## src/design/pier_pkg.sv

```systemverilog
// pier_pkg: shared types and constants for the pad input edge/repeat block
// used by pad_input_edge_repeat_top; depends on nothing else
`default_nettype none

package pier_pkg;

    // number of controller ports kept in state
    localparam int PORTS  = 4;
    localparam int PIDX_W = (PORTS > 1) ? $clog2(PORTS) : 1;

    // field widths
    localparam int BTN_W  = 16;
    localparam int AXIS_W = 8;
    localparam int DIR_W  = 4;
    localparam int HOLD_W = 16;
    localparam int CNT_W  = 16;   // live reports in one frame
    localparam int SUM_W  = 24;   // stick sum over one frame
    localparam int DVD_W  = 24;   // dividend of the shared divide unit
    localparam int STEP_W = 5;    // divide step counter

    // divide lengths in steps
    localparam logic [STEP_W-1:0] MOD_STEPS = STEP_W'(HOLD_W);
    localparam logic [STEP_W-1:0] DIV_STEPS = STEP_W'(DVD_W);

    // source code of the combined result
    localparam logic [2:0] SHARED_SOURCE = 3'd4;

    // port status codes
    localparam logic [1:0] STAT_LIVE = 2'd0;
    localparam logic [1:0] STAT_LOST = 2'd1;
    localparam logic [1:0] STAT_DEAD = 2'd2;

    // direction bits
    localparam int DIR_LEFT  = 0;
    localparam int DIR_RIGHT = 1;
    localparam int DIR_DOWN  = 2;
    localparam int DIR_UP    = 3;

    // configuration register indexes
    typedef enum logic [1:0] {
        CFG_REPEAT_DELAY    = 2'd0,
        CFG_REPEAT_PERIOD   = 2'd1,
        CFG_STICK_THRESHOLD = 2'd2,
        CFG_BUTTON_MASK     = 2'd3
    } t_cfg_reg;

    // configuration reset values
    localparam logic [15:0] RST_REPEAT_DELAY    = 16'd15;
    localparam logic [15:0] RST_REPEAT_PERIOD   = 16'd5;
    localparam logic [6:0]  RST_STICK_THRESHOLD = 7'd50;
    localparam logic [15:0] RST_BUTTON_MASK     = 16'hFFFF;

    // sequencer states
    typedef enum logic [2:0] {
        ST_IDLE,
        ST_EVAL,
        ST_MOD,
        ST_PRES,
        ST_DIVX,
        ST_DIVY,
        ST_SRES
    } t_state;

    // control strobes from the sequencer to the datapath
    typedef struct packed {
        logic accept;
        logic eval;
        logic mod_load;
        logic mod_step;
        logic load_port;
        logic divx_load;
        logic divx_step;
        logic divy_step;
        logic load_shared;
    } t_ctrl;

endpackage

`default_nettype wire

```

## src/design/pad_input_edge_repeat_top.sv

```systemverilog
// pad_input_edge_repeat_top: per-port button/stick edge detection with auto-repeat
// and a combined shared result per poll frame; depends on pier_pkg
// a port result is evaluated into the result registers and, when the repeat phase
//   has to be checked, a remainder is taken on the shared divide unit before the output load
// the shared result follows after two divides (x and y stick averages) and its load
//   when a port was live in the frame, else it is loaded once the port result is taken
// one report at a time: o_stall stays high until the block is back in idle
// reset (synchronous, active low) restores config defaults and clears all port state
`default_nettype none

module pad_input_edge_repeat_top (
    input  wire                                 i_clk,
    input  wire                                 i_rst_n,
    // configuration writes
    input  wire                                 i_cfg_we,
    input  wire [1:0]                           i_cfg_idx,
    input  wire [15:0]                          i_cfg_wdata,
    // report channel
    input  wire                                 i_valid,
    output logic                                o_stall,
    input  wire [1:0]                           i_port,
    input  wire                                 i_pad_error,
    input  wire [pier_pkg::BTN_W-1:0]           i_raw_buttons,
    input  wire signed [pier_pkg::AXIS_W-1:0]   i_axis_x,
    input  wire signed [pier_pkg::AXIS_W-1:0]   i_axis_y,
    input  wire                                 i_frame_end,
    // result channel
    output logic                                o_valid,
    input  wire                                 i_stall,
    output logic [2:0]                          o_source,
    output logic [1:0]                          o_port_status,
    output logic [pier_pkg::BTN_W-1:0]          o_held_buttons,
    output logic [pier_pkg::BTN_W-1:0]          o_pressed_buttons,
    output logic [pier_pkg::BTN_W-1:0]          o_released_buttons,
    output logic signed [pier_pkg::AXIS_W-1:0]  o_stick_x_out,
    output logic signed [pier_pkg::AXIS_W-1:0]  o_stick_y_out,
    output logic [pier_pkg::DIR_W-1:0]          o_direction_now,
    output logic [pier_pkg::DIR_W-1:0]          o_direction_pressed,
    output logic [pier_pkg::DIR_W-1:0]          o_direction_released,
    output logic                                o_repeat_pulse,
    output logic                                o_last
);

    import pier_pkg::*;

    // configuration registers
    logic [15:0] r_repeat_delay;
    logic [15:0] r_repeat_period;
    logic [6:0]  r_stick_threshold;
    logic [15:0] r_button_mask;

    // sequencer
    t_state r_state, n_state;
    t_ctrl  ctrl;

    // captured report
    logic [1:0]              r_port;
    logic                    r_err;
    logic [BTN_W-1:0]        r_raw;
    logic signed [AXIS_W-1:0] r_ax, r_ay;
    logic                    r_fend;

    // per-port state
    logic [PORTS-1:0]        r_dead;
    logic [BTN_W-1:0]        r_prev_btn  [PORTS];
    logic [DIR_W-1:0]        r_prev_dir  [PORTS];
    logic [HOLD_W-1:0]       r_hold      [PORTS];
    logic [2*AXIS_W-1:0]     r_last_axes [PORTS];

    // frame accumulators
    logic [BTN_W-1:0]        r_acc_held, r_acc_pressed, r_acc_released;
    logic [DIR_W-1:0]        r_acc_dnow, r_acc_dpressed, r_acc_dreleased;
    logic                    r_acc_pulse;
    logic signed [SUM_W-1:0] r_sum_x, r_sum_y;
    logic [CNT_W-1:0]        r_live_cnt;
    logic signed [AXIS_W-1:0] r_shared_x, r_shared_y;

    // port result waiting for the output register
    logic [1:0]              r_res_status;
    logic [BTN_W-1:0]        r_res_held, r_res_pressed, r_res_released;
    logic [DIR_W-1:0]        r_res_dnow, r_res_dpressed, r_res_dreleased;
    logic                    r_res_pulse;

    // shared divide unit
    logic [DVD_W-1:0]        r_dvd;
    logic [CNT_W-1:0]        r_dsr;
    logic [CNT_W-1:0]        r_rem;
    logic [AXIS_W-1:0]       r_quo;
    logic [STEP_W-1:0]       r_cnt;
    logic                    r_neg;
    logic signed [AXIS_W-1:0] r_qx;

    // output register
    logic                    r_ovalid;
    logic                    out_free;

    // ---------------------------------------------------------------
    // configuration writes
    always_ff @(posedge i_clk) begin
        if (!i_rst_n) begin
            r_repeat_delay    <= RST_REPEAT_DELAY;
            r_repeat_period   <= RST_REPEAT_PERIOD;
            r_stick_threshold <= RST_STICK_THRESHOLD;
            r_button_mask     <= RST_BUTTON_MASK;
        end else if (i_cfg_we) begin
            unique case (t_cfg_reg'(i_cfg_idx))
                CFG_REPEAT_DELAY:    r_repeat_delay    <= i_cfg_wdata;
                CFG_REPEAT_PERIOD:   r_repeat_period   <= i_cfg_wdata;
                CFG_STICK_THRESHOLD: r_stick_threshold <= i_cfg_wdata[6:0];
                CFG_BUTTON_MASK:     r_button_mask     <= i_cfg_wdata;
                default: ;
            endcase
        end
    end

    // ---------------------------------------------------------------
    // evaluation of the captured report against its port state
    logic [PIDX_W-1:0]  pidx;
    logic               in_range, live, good;
    logic [BTN_W-1:0]   cur, prv, bd;
    logic [DIR_W-1:0]   dcur, dprv, dd;
    logic signed [AXIS_W:0] thr_pos, thr_neg, ax_w, ay_w;
    logic               same_held;
    logic [HOLD_W-1:0]  hold_n;
    logic               mod_needed;
    logic [HOLD_W-1:0]  per_eff;

    always_comb begin
        pidx     = PIDX_W'(r_port);
        in_range = (32'(r_port) < PORTS);
        live     = in_range && !r_dead[pidx];
        good     = live && !r_err;

        cur = r_raw & r_button_mask;
        prv = r_prev_btn[pidx];
        bd  = prv ^ cur;

        // stick quantizer, left and down win by test order
        thr_pos = (AXIS_W+1)'({1'b0, r_stick_threshold});
        thr_neg = -thr_pos;
        ax_w    = (AXIS_W+1)'(r_ax);
        ay_w    = (AXIS_W+1)'(r_ay);
        dcur    = '0;
        if (ax_w < thr_neg) begin
            dcur[DIR_LEFT] = 1'b1;
        end else if (ax_w > thr_pos) begin
            dcur[DIR_RIGHT] = 1'b1;
        end
        if (ay_w < thr_neg) begin
            dcur[DIR_DOWN] = 1'b1;
        end else if (ay_w > thr_pos) begin
            dcur[DIR_UP] = 1'b1;
        end
        dprv = r_prev_dir[pidx];
        dd   = dprv ^ dcur;

        // hold counter with saturation
        same_held = ((cur != '0) || (dcur != '0)) && (cur == prv) && (dcur == dprv);
        if (!same_held) begin
            hold_n = '0;
        end else if (r_hold[pidx] == '1) begin
            hold_n = r_hold[pidx];
        end else begin
            hold_n = r_hold[pidx] + HOLD_W'(1);
        end
        mod_needed = good && same_held && (hold_n >= r_repeat_delay);
        per_eff    = (r_repeat_period == '0) ? HOLD_W'(1) : r_repeat_period;
    end

    // ---------------------------------------------------------------
    // shared divide unit: one restoring step per cycle
    logic [CNT_W:0]   trial;
    logic             ge;
    logic [CNT_W-1:0] rem_n;
    logic [AXIS_W-1:0] quo_n;
    logic             step_last;
    logic [SUM_W-1:0] mag_x, mag_y;

    always_comb begin
        trial     = {r_rem, r_dvd[DVD_W-1]};
        ge        = (trial >= {1'b0, r_dsr});
        rem_n     = ge ? CNT_W'(trial - {1'b0, r_dsr}) : CNT_W'(trial);
        quo_n     = {r_quo[AXIS_W-2:0], ge};
        step_last = (r_cnt == STEP_W'(1));
        mag_x     = r_sum_x[SUM_W-1] ? SUM_W'(-r_sum_x) : SUM_W'(r_sum_x);
        mag_y     = r_sum_y[SUM_W-1] ? SUM_W'(-r_sum_y) : SUM_W'(r_sum_y);
    end

    // ---------------------------------------------------------------
    // sequencer: next state
    assign out_free = !r_ovalid || !i_stall;

    always_comb begin
        n_state = r_state;
        unique case (r_state)
            ST_IDLE: if (i_valid) n_state = ST_EVAL;
            ST_EVAL: n_state = mod_needed ? ST_MOD : ST_PRES;
            ST_MOD:  if (step_last) n_state = ST_PRES;
            ST_PRES: begin
                if (out_free) begin
                    if (!r_fend) begin
                        n_state = ST_IDLE;
                    end else if (r_live_cnt != '0) begin
                        n_state = ST_DIVX;
                    end else begin
                        n_state = ST_SRES;
                    end
                end
            end
            ST_DIVX: if (step_last) n_state = ST_DIVY;
            ST_DIVY: if (step_last) n_state = ST_SRES;
            ST_SRES: if (out_free) n_state = ST_IDLE;
            default: n_state = ST_IDLE;
        endcase
    end

    // sequencer: control strobes
    always_comb begin
        ctrl = '0;
        unique case (r_state)
            ST_IDLE: ctrl.accept = i_valid;
            ST_EVAL: begin
                ctrl.eval     = 1'b1;
                ctrl.mod_load = mod_needed;
            end
            ST_MOD:  ctrl.mod_step = 1'b1;
            ST_PRES: begin
                ctrl.load_port = out_free;
                ctrl.divx_load = out_free && r_fend && (r_live_cnt != '0);
            end
            ST_DIVX: ctrl.divx_step = 1'b1;
            ST_DIVY: ctrl.divy_step = 1'b1;
            ST_SRES: ctrl.load_shared = out_free;
            default: ;
        endcase
    end

    always_ff @(posedge i_clk) begin
        if (!i_rst_n) begin
            r_state <= ST_IDLE;
        end else begin
            r_state <= n_state;
        end
    end

    assign o_stall = (r_state != ST_IDLE);

    // ---------------------------------------------------------------
    // report capture
    always_ff @(posedge i_clk) begin
        if (ctrl.accept) begin
            r_port <= i_port;
            r_err  <= i_pad_error;
            r_raw  <= i_raw_buttons;
            r_ax   <= i_axis_x;
            r_ay   <= i_axis_y;
            r_fend <= i_frame_end;
        end
    end

    // ---------------------------------------------------------------
    // per-port state and frame accumulators
    always_ff @(posedge i_clk) begin
        if (!i_rst_n) begin
            r_dead          <= '0;
            r_acc_held      <= '0;
            r_acc_pressed   <= '0;
            r_acc_released  <= '0;
            r_acc_dnow      <= '0;
            r_acc_dpressed  <= '0;
            r_acc_dreleased <= '0;
            r_acc_pulse     <= 1'b0;
            r_sum_x         <= '0;
            r_sum_y         <= '0;
            r_live_cnt      <= '0;
            r_shared_x      <= '0;
            r_shared_y      <= '0;
            for (int i = 0; i < PORTS; i++) begin
                r_prev_btn[i]  <= '0;
                r_prev_dir[i]  <= '0;
                r_hold[i]      <= '0;
                r_last_axes[i] <= '0;
            end
        end else begin
            // an error on a live port marks it dead; a good report updates its port and the frame
            if (ctrl.eval && live && r_err) begin
                r_dead[pidx] <= 1'b1;
            end
            if (ctrl.eval && good) begin
                r_prev_btn[pidx]  <= cur;
                r_prev_dir[pidx]  <= dcur;
                r_hold[pidx]      <= hold_n;
                r_last_axes[pidx] <= {r_ax, r_ay};
                r_acc_held        <= r_acc_held | cur;
                r_acc_pressed     <= r_acc_pressed | (bd & cur);
                r_acc_released    <= r_acc_released | (bd & prv);
                r_acc_dnow        <= r_acc_dnow | dcur;
                r_acc_dpressed    <= r_acc_dpressed | (dd & dcur);
                r_acc_dreleased   <= r_acc_dreleased | (dd & dprv);
                r_sum_x           <= r_sum_x + SUM_W'(r_ax);
                r_sum_y           <= r_sum_y + SUM_W'(r_ay);
                r_live_cnt        <= r_live_cnt + CNT_W'(1);
            end
            // repeat phase found on the last remainder step
            if (ctrl.mod_step && step_last && (rem_n == '0)) begin
                r_acc_pulse <= 1'b1;
            end
            // new stick average once both quotients are done
            if (ctrl.divy_step && step_last) begin
                r_shared_x <= r_qx;
                r_shared_y <= r_neg ? AXIS_W'(-quo_n) : quo_n;
            end
            // frame closes as the shared result goes out
            if (ctrl.load_shared) begin
                r_acc_held      <= '0;
                r_acc_pressed   <= '0;
                r_acc_released  <= '0;
                r_acc_dnow      <= '0;
                r_acc_dpressed  <= '0;
                r_acc_dreleased <= '0;
                r_acc_pulse     <= 1'b0;
                r_sum_x         <= '0;
                r_sum_y         <= '0;
                r_live_cnt      <= '0;
            end
        end
    end

    // ---------------------------------------------------------------
    // port result held until the output register is free
    always_ff @(posedge i_clk) begin
        if (ctrl.eval) begin
            r_res_status    <= !in_range || !live ? STAT_DEAD
                             : (r_err ? STAT_LOST : STAT_LIVE);
            r_res_held      <= good ? cur : '0;
            r_res_pressed   <= good ? (bd & cur) : '0;
            r_res_released  <= good ? (bd & prv) : '0;
            r_res_dnow      <= good ? dcur : '0;
            r_res_dpressed  <= good ? (dd & dcur) : '0;
            r_res_dreleased <= good ? (dd & dprv) : '0;
            r_res_pulse     <= 1'b0;
        end else if (ctrl.mod_step && step_last) begin
            r_res_pulse <= (rem_n == '0);
        end
    end

    // ---------------------------------------------------------------
    // divide unit registers
    always_ff @(posedge i_clk) begin
        if (!i_rst_n) begin
            r_cnt <= '0;
        end else if (ctrl.mod_load) begin
            r_dvd <= {hold_n - r_repeat_delay, {(DVD_W-HOLD_W){1'b0}}};
            r_dsr <= CNT_W'(per_eff);
            r_rem <= '0;
            r_quo <= '0;
            r_cnt <= MOD_STEPS;
        end else if (ctrl.divx_load) begin
            r_dvd <= DVD_W'(mag_x);
            r_dsr <= r_live_cnt;
            r_rem <= '0;
            r_quo <= '0;
            r_neg <= r_sum_x[SUM_W-1];
            r_cnt <= DIV_STEPS;
        end else if (ctrl.divx_step && step_last) begin
            // x done, start y
            r_qx  <= r_neg ? AXIS_W'(-quo_n) : quo_n;
            r_dvd <= DVD_W'(mag_y);
            r_rem <= '0;
            r_quo <= '0;
            r_neg <= r_sum_y[SUM_W-1];
            r_cnt <= DIV_STEPS;
        end else if (ctrl.mod_step || ctrl.divx_step || ctrl.divy_step) begin
            r_dvd <= {r_dvd[DVD_W-2:0], 1'b0};
            r_rem <= rem_n;
            r_quo <= quo_n;
            r_cnt <= r_cnt - STEP_W'(1);
        end
    end

    // ---------------------------------------------------------------
    // output register
    always_ff @(posedge i_clk) begin
        if (!i_rst_n) begin
            r_ovalid <= 1'b0;
        end else if (ctrl.load_port || ctrl.load_shared) begin
            r_ovalid <= 1'b1;
        end else if (!i_stall) begin
            r_ovalid <= 1'b0;
        end
    end

    always_ff @(posedge i_clk) begin
        if (ctrl.load_port) begin
            o_source             <= {1'b0, r_port};
            o_port_status        <= r_res_status;
            o_held_buttons       <= r_res_held;
            o_pressed_buttons    <= r_res_pressed;
            o_released_buttons   <= r_res_released;
            o_stick_x_out        <= (r_res_status == STAT_LIVE) ? r_ax : '0;
            o_stick_y_out        <= (r_res_status == STAT_LIVE) ? r_ay : '0;
            o_direction_now      <= r_res_dnow;
            o_direction_pressed  <= r_res_dpressed;
            o_direction_released <= r_res_dreleased;
            o_repeat_pulse       <= r_res_pulse;
            o_last               <= !r_fend;
        end else if (ctrl.load_shared) begin
            o_source             <= SHARED_SOURCE;
            o_port_status        <= STAT_LIVE;
            o_held_buttons       <= r_acc_held;
            o_pressed_buttons    <= r_acc_pressed;
            o_released_buttons   <= r_acc_released;
            o_stick_x_out        <= r_shared_x;
            o_stick_y_out        <= r_shared_y;
            o_direction_now      <= r_acc_dnow;
            o_direction_pressed  <= r_acc_dpressed;
            o_direction_released <= r_acc_dreleased;
            o_repeat_pulse       <= r_acc_pulse;
            o_last               <= 1'b1;
        end
    end

    assign o_valid = r_ovalid;

    // ---------------------------------------------------------------
    // assertions
    a_accept_blocks: assert property (@(posedge i_clk) disable iff (!i_rst_n)
        (i_valid && !o_stall) |=> o_stall)
        else $error("report taken without blocking the next one");

    a_shared_last: assert property (@(posedge i_clk) disable iff (!i_rst_n)
        (o_valid && o_source == SHARED_SOURCE) |-> (o_last && o_port_status == STAT_LIVE))
        else $error("shared result not marked as final");

    a_nonlive_zero: assert property (@(posedge i_clk) disable iff (!i_rst_n)
        (o_valid && o_port_status != STAT_LIVE) |->
        (o_held_buttons == '0 && o_direction_now == '0 && !o_repeat_pulse))
        else $error("lost or dead port carries data");

    a_pulse_held: assert property (@(posedge i_clk) disable iff (!i_rst_n)
        (o_valid && o_source != SHARED_SOURCE && o_repeat_pulse) |->
        (o_held_buttons != '0 || o_direction_now != '0))
        else $error("repeat pulse with nothing held");

    a_no_load_busy: assert property (@(posedge i_clk) disable iff (!i_rst_n)
        (o_valid && i_stall) |-> !(ctrl.load_port || ctrl.load_shared))
        else $error("output register overwritten while stalled");

endmodule

`default_nettype wire

```

## config.mk

```make
export PLATFORM = sky130hd
export DESIGN_NAME = pad_input_edge_repeat_top
export DESIGN_NICKNAME = d
export VERILOG_FILES = /design/src/design/pier_pkg.sv /design/src/design/pad_input_edge_repeat_top.sv
export SDC_FILE = /design/constraint.sdc
export NUM_CORES = 1
export LEC_CHECK = 0
export CAP_MARGIN = 0
export CORE_MARGIN = 4
export CORE_UTILIZATION = 55
export CTS_CLUSTER_DIAMETER = 40
export DETAILED_ROUTE_END_ITERATION = 8
export DONT_BUFFER_PORTS = 1
export PLACE_DENSITY = 0.74
export REMOVE_ABC_BUFFERS = 1
export SLEW_MARGIN = 40
export SYNTH_ARGS = -nofsm -noshare
export SYNTH_HDL_FRONTEND = slang
export SYNTH_SLANG_ARGS = --single-unit
```

## constraint.sdc

```tcl
create_clock -name i_clk -period 8 [get_ports i_clk]
set_clock_uncertainty 0.05 [all_clocks]
set_input_delay 1.6 -clock i_clk [delete_from_list [all_inputs] [get_ports i_clk]]
set_output_delay 1.6 -clock i_clk [all_outputs]
set_load 0.02 [all_outputs]
```

After elaboration in Yosys (flattened, before gate mapping)
Memories as Yosys holds them, arrays and structs flattened. A register that Yosys moved wholly into a read port is not among the register bits.
Cells that the tools add are included.
{"block": "totals", "ff_bits": 463, "ramBits": 144, "in_bits": 59, "out_inout_bits": 85, "word_cells": 263, "memories": 3}
{"block": "classes", "add_sub_neg": 11, "n_lt_le_gt_ge": 8, "eq_ne": 20, "muxes": 93, "bitwise_logic": 17, "reduce_logical": 55}
{"memory": "r_hold", "depth": 4, "width": 16, "rd": 1, "rd_ports_with_merged_regs": 1, "wr": 4, "line_no": "pad_input_edge_repeat_top.sv:67", "rtl": "logic [HOLD_W-1:0] r_hold [PORTS];"}
{"memory": "r_prev_btn", "depth": 4, "width": 16, "rd": 1, "rd_ports_with_merged_regs": 1, "wr": 4, "line_no": "pad_input_edge_repeat_top.sv:65", "rtl": "logic [BTN_W-1:0] r_prev_btn [PORTS];"}
{"memory": "r_prev_dir", "depth": 4, "width": 4, "rd": 1, "rd_ports_with_merged_regs": 1, "wr": 4, "line_no": "pad_input_edge_repeat_top.sv:66", "rtl": "logic [DIR_W-1:0] r_prev_dir [PORTS];"}
{"cell": "$mux W16", "n": 15}
{"cell": "$mux W24", "n": 6}
{"cell": "$mux W8", "n": 7}
{"cell": "$add A24 B8 Y24", "n": 2}
{"cell": "$and A16 B16 Y16", "n": 3}
{"cell": "$neg A24 Y24", "n": 2}
{"cell": "$or A16 B16 Y16", "n": 3}
{"cell": "$add A16 B1 Y16 const B", "n": 2}
{"cell": "$logic_not A16 Y1", "n": 2}
{"cell": "$reduce_bool A16 Y1", "n": 2}
{"cell": "$reduce_or A16 Y1", "n": 2}
{"cell": "$sub A16 B16 Y16", "n": 2}
{"cell": "$mux W1", "n": 30}
{"cell": "$mux W4", "n": 7}
{"cell": "$mux W2", "n": 13}
{"cell": "$mux W3", "n": 7}
{"cell": "$pmux W3 S7", "n": 1}
{"cell": "$mux W5", "n": 4}
{"cell": "$lt A8 B9 Y1", "n": 2}
{"cell": "$ge A17 B16 Y1", "n": 1}
{"cell": "$eq A16 B16 Y1", "n": 1}
{"cell": "$eq A16 B16 Y1 const B", "n": 1}
{"cell": "$ge A16 B16 Y1", "n": 1}
{"cell": "$gt A8 B8 Y1", "n": 2}
{"cell": "37 further kinds", "n": 86}

Logic depth before layout (Yosys ltp)
Gate-level depths: netlist (run 1).
{"block": "depth", "ltp_word": 17, "mapped_depth": 36, "ltp_nobuf": 32}

Least setup slack after synthesis (run 1)
No wires, ideal clock.
{"block": "synth_path", "kind": "reg2reg", "start": "register r_state[0]", "end": "memory r_hold[3][0], enable pin", "setup_ns": 0.479, "t_arrival_ns": 7.004, "required_ns": 7.471, "slack_ns": 0.467, "path_stages_with_launch": 8, "path_buffers": 3, "synth_period_minus_slack_ns": 7.533, "path_cell_list": "dfxtp_1 > clkbuf_1 > nand2_1 > nor2_1 > nand2_1 > clkbuf_1 > clkbuf_1 > o21ai_0"}
{"item": "start, declared", "line_no": "pad_input_edge_repeat_top.sv:53", "rtl": "t_state r_state, n_state;"}
{"item": "start signal, assigned", "line_no": "pad_input_edge_repeat_top.sv:242", "rtl": "r_state <= n_state;"}
{"item": "end, declared", "line_no": "pad_input_edge_repeat_top.sv:67"}

Worst setup path in the final report (run 1)
{"block": "layout_path", "start": "register r_stick_threshold[1]", "end": "register r_rem[0], enable pin"}
{"block": "layout_between", "elab_chain_cells": 13, "word_cells_on_any_way": 23, "classes_between": "add/sub (1); order compare (5); eq/ne (1); mux (8); reduce/logical (8)"}
{"item": "start, declared", "line_no": "pad_input_edge_repeat_top.sv:49", "rtl": "logic [6:0] r_stick_threshold;"}
{"item": "start signal, assigned", "line_no": "pad_input_edge_repeat_top.sv:109", "rtl": "CFG_STICK_THRESHOLD: r_stick_threshold <= i_cfg_wdata[6:0];"}
{"item": "$neg A7 Y9 *", "line_no": "pad_input_edge_repeat_top.sv:140", "rtl": "thr_neg = -thr_pos;"}
{"item": "$lt A8 B9 Y1 *", "line_no": "pad_input_edge_repeat_top.sv:149", "rtl": "if (ay_w < thr_neg) begin"}
{"item": "$mux W1 *", "line_no": "pad_input_edge_repeat_top.sv:149"}
{"item": "net dcur[2]", "line_no": "pad_input_edge_repeat_top.sv:121", "rtl": "logic [DIR_W-1:0] dcur, dprv, dd;"}
{"item": "$reduce_bool A4 Y1", "line_no": "pad_input_edge_repeat_top.sv:158", "rtl": "same_held = ((cur != '0) || (dcur != '0)) && (cur == prv) && (dcur == dprv);"}
{"item": "$logic_or A1 B1 Y1", "line_no": "pad_input_edge_repeat_top.sv:158"}
{"item": "$logic_and A1 B1 Y1", "line_no": "pad_input_edge_repeat_top.sv:158"}
{"item": "$logic_and A1 B1 Y1 *", "line_no": "pad_input_edge_repeat_top.sv:158"}
{"item": "$mux W16", "line_no": "pad_input_edge_repeat_top.sv:159", "rtl": "if (!same_held) begin"}
{"item": "$ge A16 B16 Y1", "line_no": "pad_input_edge_repeat_top.sv:166", "rtl": "mod_needed = good && same_held && (hold_n >= r_repeat_delay);"}
{"item": "$logic_and A1 B1 Y1 *", "line_no": "pad_input_edge_repeat_top.sv:166"}
{"item": "$mux W2 *", "line_no": "pad_input_edge_repeat_top.sv:220", "rtl": "unique case (r_state)"}
{"item": "$reduce_bool A4 Y1 (no line) *"}
{"item": "$reduce_and A2 Y1 (no line) *"}
{"item": "end signal, assigned", "line_no": "pad_input_edge_repeat_top.sv:375", "rtl": "r_rem <= rem_n;"}
{"item": "end, declared", "line_no": "pad_input_edge_repeat_top.sv:87", "rtl": "logic [CNT_W-1:0] r_rem;"}
The timed path passes the listed nets; every way through them passes the cells marked *.
A chain may end at the register's enable or synchronous reset.

==> results of run 1 <==
[worst max-delay path: cells and delay by family (launching register included)]
family | cells | cell delay, ps
adder cells (fa/ha/maj) | 5 | 1280
buffers and inverters | 6 | 540
flip-flops | 1 | 390
AND/OR/NAND/NOR | 7 | 1880
AO/OA/AOI/OAI | 14 | 2930
[cell usage in the layout (no fill, tap or decap), types with 13 or more instances in the layout]
cell type / Yosys / layout
nand2_1: 527 / 521
edfxtp_1: 396 / 396
nor2_1: 333 / 325
dfxtp_1: 213 / 209
a21oi_1: 205 / 204
ha_1: 151 / 151
inv_1: 140 / 138
o21ai_0: 101 / 99
clkbuf_16: 0 / 87
xnor2_1: 70 / 70
xor2_1: 69 / 69
and2_1: 62 / 62
nand3_1: 62 / 61
nor3_1: 53 / 52
buf_4: 4 / 39
mux4_2: 37 / 37
nand4_1: 35 / 35
or3_1: 28 / 28
mux2i_1: 25 / 25
a21o_1: 22 / 22
and3_1: 21 / 21
o21a_1: 23 / 20
nor2b_1: 19 / 19
o31ai_1: 19 / 19
a211oi_1: 18 / 18
nor4_1: 18 / 18
nand2b_1: 18 / 16
mux2_1: 16 / 16
or2_2: 12 / 15
a31oi_1: 14 / 14
o22ai_1: 13 / 13
[sequential cells by signal (all words and copies together) (netlist names), 24 cells and up, named ones only]
name and flops:
r_sum_y 24, r_prev_btn 64, r_hold 64, r_sum_x 24, r_dvd 24
[area by class of cell]
cell class / count / area [sq um]
Fill cell: 4234 / 19980
Sequential cell: 609 / 16170
Multi-Input combinational cell: 2092 / 13080
Clock buffer: 99 / 2272
Tap cell: 696 / 870.8
Clock inverter: 62 / 792.0
Inverter: 142 / 533.0
Timing Repair Buffer: 42 / 326.6
Antenna cell: 2 / 5.005
[metal layers]
layer,wire length [um],global-route usage
met1,34930,0.4010
met2,38300,0.4357
met3,8237,0.05678
met4,2612,0.08708
met5,0,0
[power by group through the flow]
stage                     sequential, W  clock (W)  combinational, W
after CTS                       0.00443    0.00402           0.00275
after floorplan                 0.00438          0           0.00190
after detailed placement        0.00449          0           0.00272
after global routing            0.00449    0.00418           0.00307
after global placement          0.00447          0           0.00264
final                           0.00445    0.00398           0.00281
[kinds of logic after synthesis]
family / after synthesis
and+or+nand+nor: 1224
DFF: 609
AOI/OAI and AO/OA: 492
buffers and inverters: 275
adders and majority gates: 155
xor gates and xnor gates: 139
muxes: 80
[worst max-delay path by stage]
stage | slack [ps] | to | start
2_1_floorplan | -3070 | r_hold[0][0]$_SDFFCE_PN0P_ | pidx[0]$_DFFE_PP_
3_3_place_gp | 500 | r_quo[2]$_SDFFCE_PP0P_ | r_stick_threshold[1]$_SDFFE_PN1P_
3_5_place_dp | 530 | r_quo[2]$_SDFFCE_PP0P_ | r_stick_threshold[1]$_SDFFE_PN1P_
4_1_cts | 490 | r_rem[3]$_SDFFCE_PP0P_ | r_stick_threshold[1]$_SDFFE_PN1P_
5_1_grt | 50 | r_qx[3]$_DFFE_PP_ | r_stick_threshold[1]$_SDFFE_PN1P_
6_report | 550 | r_rem[0]$_SDFFCE_PP0P_ | r_stick_threshold[1]$_SDFFE_PN1P_
[through the flow]
step	worst slack (ps)	TNS, ps	total power (W)	utilization	cell area [sq um]
5_1_grt	53.04	0	0.01174	0.6301	34040
6_report	552.9	0	0.01123	0.6302	34050
3_5_place_dp	529.6	0	0.007216	0.5721	30910
4_1_cts	490.0	0	0.01120	0.6288	33970
3_3_place_gp	503.1	0	0.007117	0.5713	30860
2_1_floorplan	-3074	-603490	0.006281	-	29590
[repair_timing]
action | in CTS | in global routing
setup endpoints to repair | 0 | 65
hold endpoints to repair | 0 | 0
hold buffers | 0 | 0
resized for setup | 0 | 6
==> qor.log, run 1 <==
qor: yosys.ys_top_cells_by_area edfxtp_1 39%, dfxtp_1 14%, nand2_1 6.6%
qor: setup_path.reg2regPathDepth 32
qor: global_routing.grt_max_degree 73
qor: setup_path.critical_path.endpoint_type flip-flop
qor: yosys.seq_area_frac_synth 0.5362
qor: yosys.avgSynthCellArea 10.13 sq um
qor: global_routing.via_count_of_the_first_global_routing_pass 22228
qor: setup_path.cp_most_frequent_cell inv_1
qor: clock_network.tritoncts.num_buffers 86
qor: yosys.synth_top_family_by_area simple AND/OR/NAND/NOR gates
qor: setup_path.timing.rr.start r_stick_threshold[1]$_SDFFE_PN1P_
qor: clock_network.clkLatencyLatePin 630 ps
qor: sta.setup-violations-final 0
qor: clock_network.clkSinkCount 609
qor: sta.worst_hold_slack 405.0 ps
qor: clock_network.htreeDepth 3
qor: route.drc 0
qor: sta.slew-limit-headroom 0.3522
qor: setup_path.reg2reg_to r_rem[0]$_SDFFCE_PP0P_
qor: sta.tightest_slew 958.2 ps
qor: route.drt-total-wl 84080 um
qor: route.antenna_left 0
qor: place.place_congestion 0.9524
qor: pwr.intPower 0.007432 W
qor: sta.rsz_0062_raised_after_global_routing false
qor: pwr.p_per_area 329.9 mW/mm^2
qor: floorplan.dieHeight 242.1 um
qor: place.port_buffers 0
qor: pwr.ir_drop 0.0002747 V
qor: yosys.post_synth_mux_area_share 0.04269
qor: place.hpwlAfterDp 57160 um
qor: place.dp_cells 3578
qor: sta.period_needed 7447 ps
qor: floorplan.coreArea 0.05403 sq mm
qor: floorplan.io_pins 144
qor: min_path.timing.hold.worst.start r_shared_x[1]$_SDFFE_PN0P_
qor: yosys.synth_xor_xnor_area_share 0.04041
qor: sta.maxClockFrequency 134.3 MHz
qor: setup_path.worstSetupPathType flip-flop to flip-flop
qor: setup_path.worst_ep_required_time 8220 ps
qor: setup_path.crit_path_max_fanout 12
qor: min_path.hold_path_depth 2
qor: global_routing.wire_length_of_the_first_global_routing_pass 129300 um
qor: min_path.hold_path_class flip-flop to flip-flop
qor: floorplan.die_area 0.05859 sq mm
qor: route.avgRoutedWirePerCell 22.46 um
qor: yosys.synthAdderAreaFrac 0.06536
qor: yosys.synthCells 2974
qor: route.detail_route.iter0.violations 2289
qor: yosys.yosys.cell_count.top_type nand2_1
qor: pwr.netSwitchingFraction 0.3384
qor: status.outcome completed
qor: sta.hold_viol_final 0
qor: yosys.synth_area_leader_cell edfxtp_1
qor: yosys.synth.yosys.warnings 0
qor: min_path.worstHoldEndpoint r_shared_x[1]$_SDFFE_PN0P_
qor: yosys.synthArstFlopShare 0
qor: finish.final-instance-count-excl-fill 3744
qor: clock_network.postCtsSetupBuffers 0
qor: clock_network.path_clk_slew 50 ps
qor: setup_path.cp-start-kind flip-flop
qor: yosys.number_of_enable_flip_flop_cells_after_synthesis 396
qor: yosys.dominantRegCellSynth edfxtp_1
qor: route.detail_route.first_pass.iterations 7
qor: setup_path.timing.critical_path.slowest_cell_delay 500 ps
qor: finish.area_growth 13.01%
qor: yosys.yosysTopAreaCellShare 0.3947
qor: route.routed-via-count 23051
qor: global_routing.antenna_violations_before_repair 0
qor: floorplan.floorplan.initialDensity 0.5577
qor: clock_network.number_of_buffers_on_the_longest_clock_path 3
qor: pwr.combinational_cell_fraction_of_total_power 0.250
qor: finish.numnets_final 3187
qor: floorplan.std_cell_rows 85
qor: setup_path.r2r_slack 550 ps
qor: sta.timing_max_transition_violations_final 0
qor: yosys.yosysUniqueCellTypes 77
qor: clock_network.tritoncts yes
qor: global_routing.grtUsageTotal 0.2806
qor: yosys.yosys-top-cells-count 527 x nand2_1, 396 x edfxtp_1, 333 x nor2_1, 213 x dfxtp_1, 205 x a21oi_1
qor: yosys.mappedNetlistArea 0.03013 sq mm
qor: clock_network.cts_root_buf clkbuf_16
qor: pwr.power.share.sequential 0.396
qor: pwr.power.static_leakage 13.29 nW
qor: yosys.post_synth_and_or_nand_nor_area_fraction 0.1805
qor: yosys.synth_seq_cells 609
qor: global_routing.global_route.overflow_total 0
qor: floorplan.die_w 242.1 um
qor: pwr.p_clk_frac 0.354
qor: yosys.synth-compound-area-share 0.09925
qor: setup_path.cp_slowest_cell or3_1
qor: route.via_density_per_instance 6.157
qor: flow_run.max_cap_violations 0
qor: finish.layout-drive-gt1-share 0.09718
qor: setup_path.worst-endpoint-arrival 7670 ps
qor: pwr.total_switching_power 0.003802 W
qor: sta.finalCritPeriodShare 0.9309
Note: power is estimated with default switching activity, not from simulation.
==> run 2: changes to the inputs <==
CORE_UTILIZATION = 58   (was 55)
PLACE_DENSITY = 0.77   (was 0.74)
==> run 2 against run 1 <==
Against the previous run: clock-buffer cell count up 7; hold slack better by 5.8 ps; sequential cell count unchanged; combinational power about the same; via count up 0.35%; critical path type unchanged; cell count down 0.11%; critical path depth up 2; worst setup slack worse by 70 ps; die area down 5.0%.
==> qor.log, run 2 (synthesized netlist as in run 1, its figures left out) <==
qor: min_path.hold_path_depth 2 [unchanged]
qor: setup_path.cp-start-kind flip-flop
qor: global_routing.global_route.usage.met1 0.4318 [+0.03083]
qor: sta.setup_ws 483.2 ps [-69.70 ps]
qor: floorplan.std_cell_rows 83 [-2.4%]
qor: sta.maxClockFrequency 133.0 MHz [-0.93%]
qor: setup_path.crit_path_max_fanout 21 [+9]
qor: clock_network.number_of_buffers_on_the_longest_clock_path 3 [unchanged]
qor: setup_path.reg2reg_to r_dsr[12]$_DFFE_PP_
qor: setup_path.cp_slowest_cell or3_1
qor: finish.biggestRegsByFlops r_hold x64, r_prev_btn x64
qor: setup_path.timing.rr.start r_stick_threshold[1]$_SDFFE_PN1P_
qor: place.port_buffers 0 [unchanged]
qor: finish.layout-drive-gt1-share 0.1007 [+0.003510]
qor: sta.hold_viol_final 0 [unchanged]
qor: route.avgRoutedWirePerCell 22.84 um [+1.7%]
qor: pwr.p_per_area 331.6 mW/mm^2 [+0.50%]
qor: clock_network.tritoncts.num_buffers 91 [+5.8%]
qor: clock_network.post_cts_resized 0 [unchanged]
qor: floorplan.dieHeight 235.9 um [-2.5%]
qor: floorplan.die_w 235.9 um [-2.5%]
qor: clock_network.postCtsSetupBuffers 0 [unchanged]
qor: sta.setup-violations-final 0 [unchanged]
qor: pwr.ir_drop 0.0001905 V [-31%]
qor: global_routing.gr-max-usage-layer met2
qor: floorplan.io_pins 144 [unchanged]
qor: place.place_congestion 0.9954 [+4.5%]
qor: setup_path.cp_most_frequent_cell inv_1
qor: finish.area_growth 13.52%
qor: floorplan.coreArea 0.05141 sq mm [-4.9%]
qor: finish.utilization 0.6654 [+0.03513]
qor: sta.tightest_slew 822.1 ps [-136.1 ps]
qor: place.placed_area 0.03100 sq mm [+0.29%]
qor: global_routing.wire_length_of_the_first_global_routing_pass 130800 um [+1.2%]
qor: finish.layout_commonest_cell nand2_1
qor: route.detail_route.first_pass.iterations 6 [-1]
qor: finish.final-instance-count-excl-fill 3740 [-0.11%]
qor: setup_path.reg2regPathDepth 34 [+6.3%]
qor: setup_path.timing.critical_path.slowest_cell_delay 480 ps [-20 ps]
qor: floorplan.floorplan.initialDensity 0.5861 [+0.02844]
qor: sta.period_needed 7517 ps [+69.70 ps]
qor: global_routing.global_route.overflow_total 0 [unchanged]
qor: global_routing.met3_usage 0.05612 [-0.0006585]
qor: global_routing.grtUsageTotal 0.2997 [+0.01910]
qor: sta.slew-limit-headroom 0.4499 [+0.09767]
qor: route.routed-via-count 23131 [+0.35%]
qor: sta.rsz_0062_raised_after_global_routing false
qor: clock_network.clkSinkCount 609 [unchanged]
qor: finish.numnets_final 3195 [+0.25%]
qor: route.drt-total-wl 85420 um [+1.6%]
qor: min_path.worstHoldEndpoint r_shared_x[6]$_SDFFE_PN0P_
qor: pwr.power.static_leakage 13.39 nW [+0.78%]
qor: route.via_density_per_instance 6.185 [+0.45%]
qor: place.preCtsSetupSlack 360.4 ps [-169.2 ps]
qor: route.detail_route.iter0.violations 2416 [+5.5%]
qor: sta.finalSetupTns 0 ps [unchanged]
qor: clock_network.path_clk_slew 60 ps [about the same]
qor: sta.timing_max_transition_violations_final 0 [unchanged]
qor: global_routing.antenna_violations_before_repair 1 [+1]
qor: setup_path.worstSetupPathType flip-flop to flip-flop
qor: setup_path.worst-endpoint-arrival 7740 ps [+70 ps]
qor: clock_network.clkLatencyLatePin 640 ps [about the same]
qor: finish.final_cell_mix 522 x nand2_1, 396 x edfxtp_1, 326 x nor2_1
qor: clock_network.cts_hold_buffers 0 [unchanged]
qor: flow_run.max_cap_violations 0 [unchanged]
qor: place.dp_cells 3568 [-0.28%]
qor: clock_network.htreeDepth 3 [unchanged]
qor: setup_path.critical_path.endpoint_type flip-flop
qor: global_routing.grt_util_met2 0.4648 [+0.02910]
qor: finish.layout.cell_area.non_filler 0.03420 sq mm [+0.45%]
qor: route.antenna_left 0 [unchanged]
qor: place.hpwlAfterDp 58130 um [+1.7%]
qor: min_path.timing.hold.worst.start r_shared_x[6]$_SDFFE_PN0P_
qor: clock_network.cts_root_buf clkbuf_16
qor: floorplan.die_area 0.05566 sq mm [-5.0%]
qor: setup_path.r2r_slack 480 ps [-70 ps]
qor: route.drc 0 [unchanged]
qor: min_path.hold_path_class flip-flop to flip-flop
qor: clock_network.tritoncts yes
qor: sta.finalCritPeriodShare 0.9396 [+0.008712]
qor: global_routing.via_count_of_the_first_global_routing_pass 22484 [+1.2%]
qor: status.outcome completed
qor: global_routing.grt_max_degree 73 [unchanged]
qor: setup_path.worst_ep_required_time 8230 ps [about the same]
run 2: power by group:
part | internal (W) | total, W | switching, W
logic | 0.000996 | 0.00284 | 0.00184
clock network | 0.00251 | 0.00407 | 0.00156
registers | 0.00397 | 0.00443 | 0.000464
total | 0.00747 | 0.0113 | 0.00387
run 2: worst max-delay path by stage:
| stage | start | to | slack [ps] | cells past startpoint |
|---|---|---|---|---|
| floorplan | pidx[0]$_DFFE_PP_ | r_hold[0][0]$_SDFFCE_PN0P_ | -3070 | 6 |
| global placement | r_stick_threshold[1]$_SDFFE_PN1P_ | r_dsr[13]$_DFFE_PP_ | 100 | 32 |
| detailed placement | r_stick_threshold[1]$_SDFFE_PN1P_ | r_dsr[9]$_DFFE_PP_ | 360 | 32 |
| CTS | r_stick_threshold[1]$_SDFFE_PN1P_ | r_dsr[12]$_DFFE_PP_ | 320 | 32 |
| global route | r_stick_threshold[2]$_SDFFE_PN0P_ | r_dsr[12]$_DFFE_PP_ | 150 | 30 |
| finish | r_stick_threshold[1]$_SDFFE_PN1P_ | r_dsr[12]$_DFFE_PP_ | 480 | 34 |
run 2: per-stage QoR:
stage / hold WS, ps / power [W]
6_report: 410.8 / 0.01134
3_3_place_gp: 392.4 / 0.007123
3_5_place_dp: 399.3 / 0.007230
5_1_grt: 421.3 / 0.01183
4_1_cts: 410.2 / 0.01131
2_1_floorplan: 374.9 / 0.006281
run 2: metal layers:
layer / vias up / routed length, um
met5: - / 13
met4: 2 / 2546
met3: 175 / 8255
met1: 11216 / 35760
li1: 10543 / -
met2: 1195 / 38840
run 2: final cells by class:
cell class              instances  area, sq um
multi-input cells            2090        13060
clock buffers                 106         2447
clock inverters                65        729.5
fillers                      3889        17200
flip-flops and latches        609        16160
inverters                     142        533.0
repair buffers                 47        416.7
well taps                     680        850.8
diodes                          1        2.502
run 2: worst max-delay path: cells and delay by family, from the launching register on:
family	cells	cell delay, ps
AOI/OAI and AO/OA	13	2590
adders and majority gates	5	1260
buffers and inverters	8	840
DFF	1	390
and+or+nand+nor	8	2010
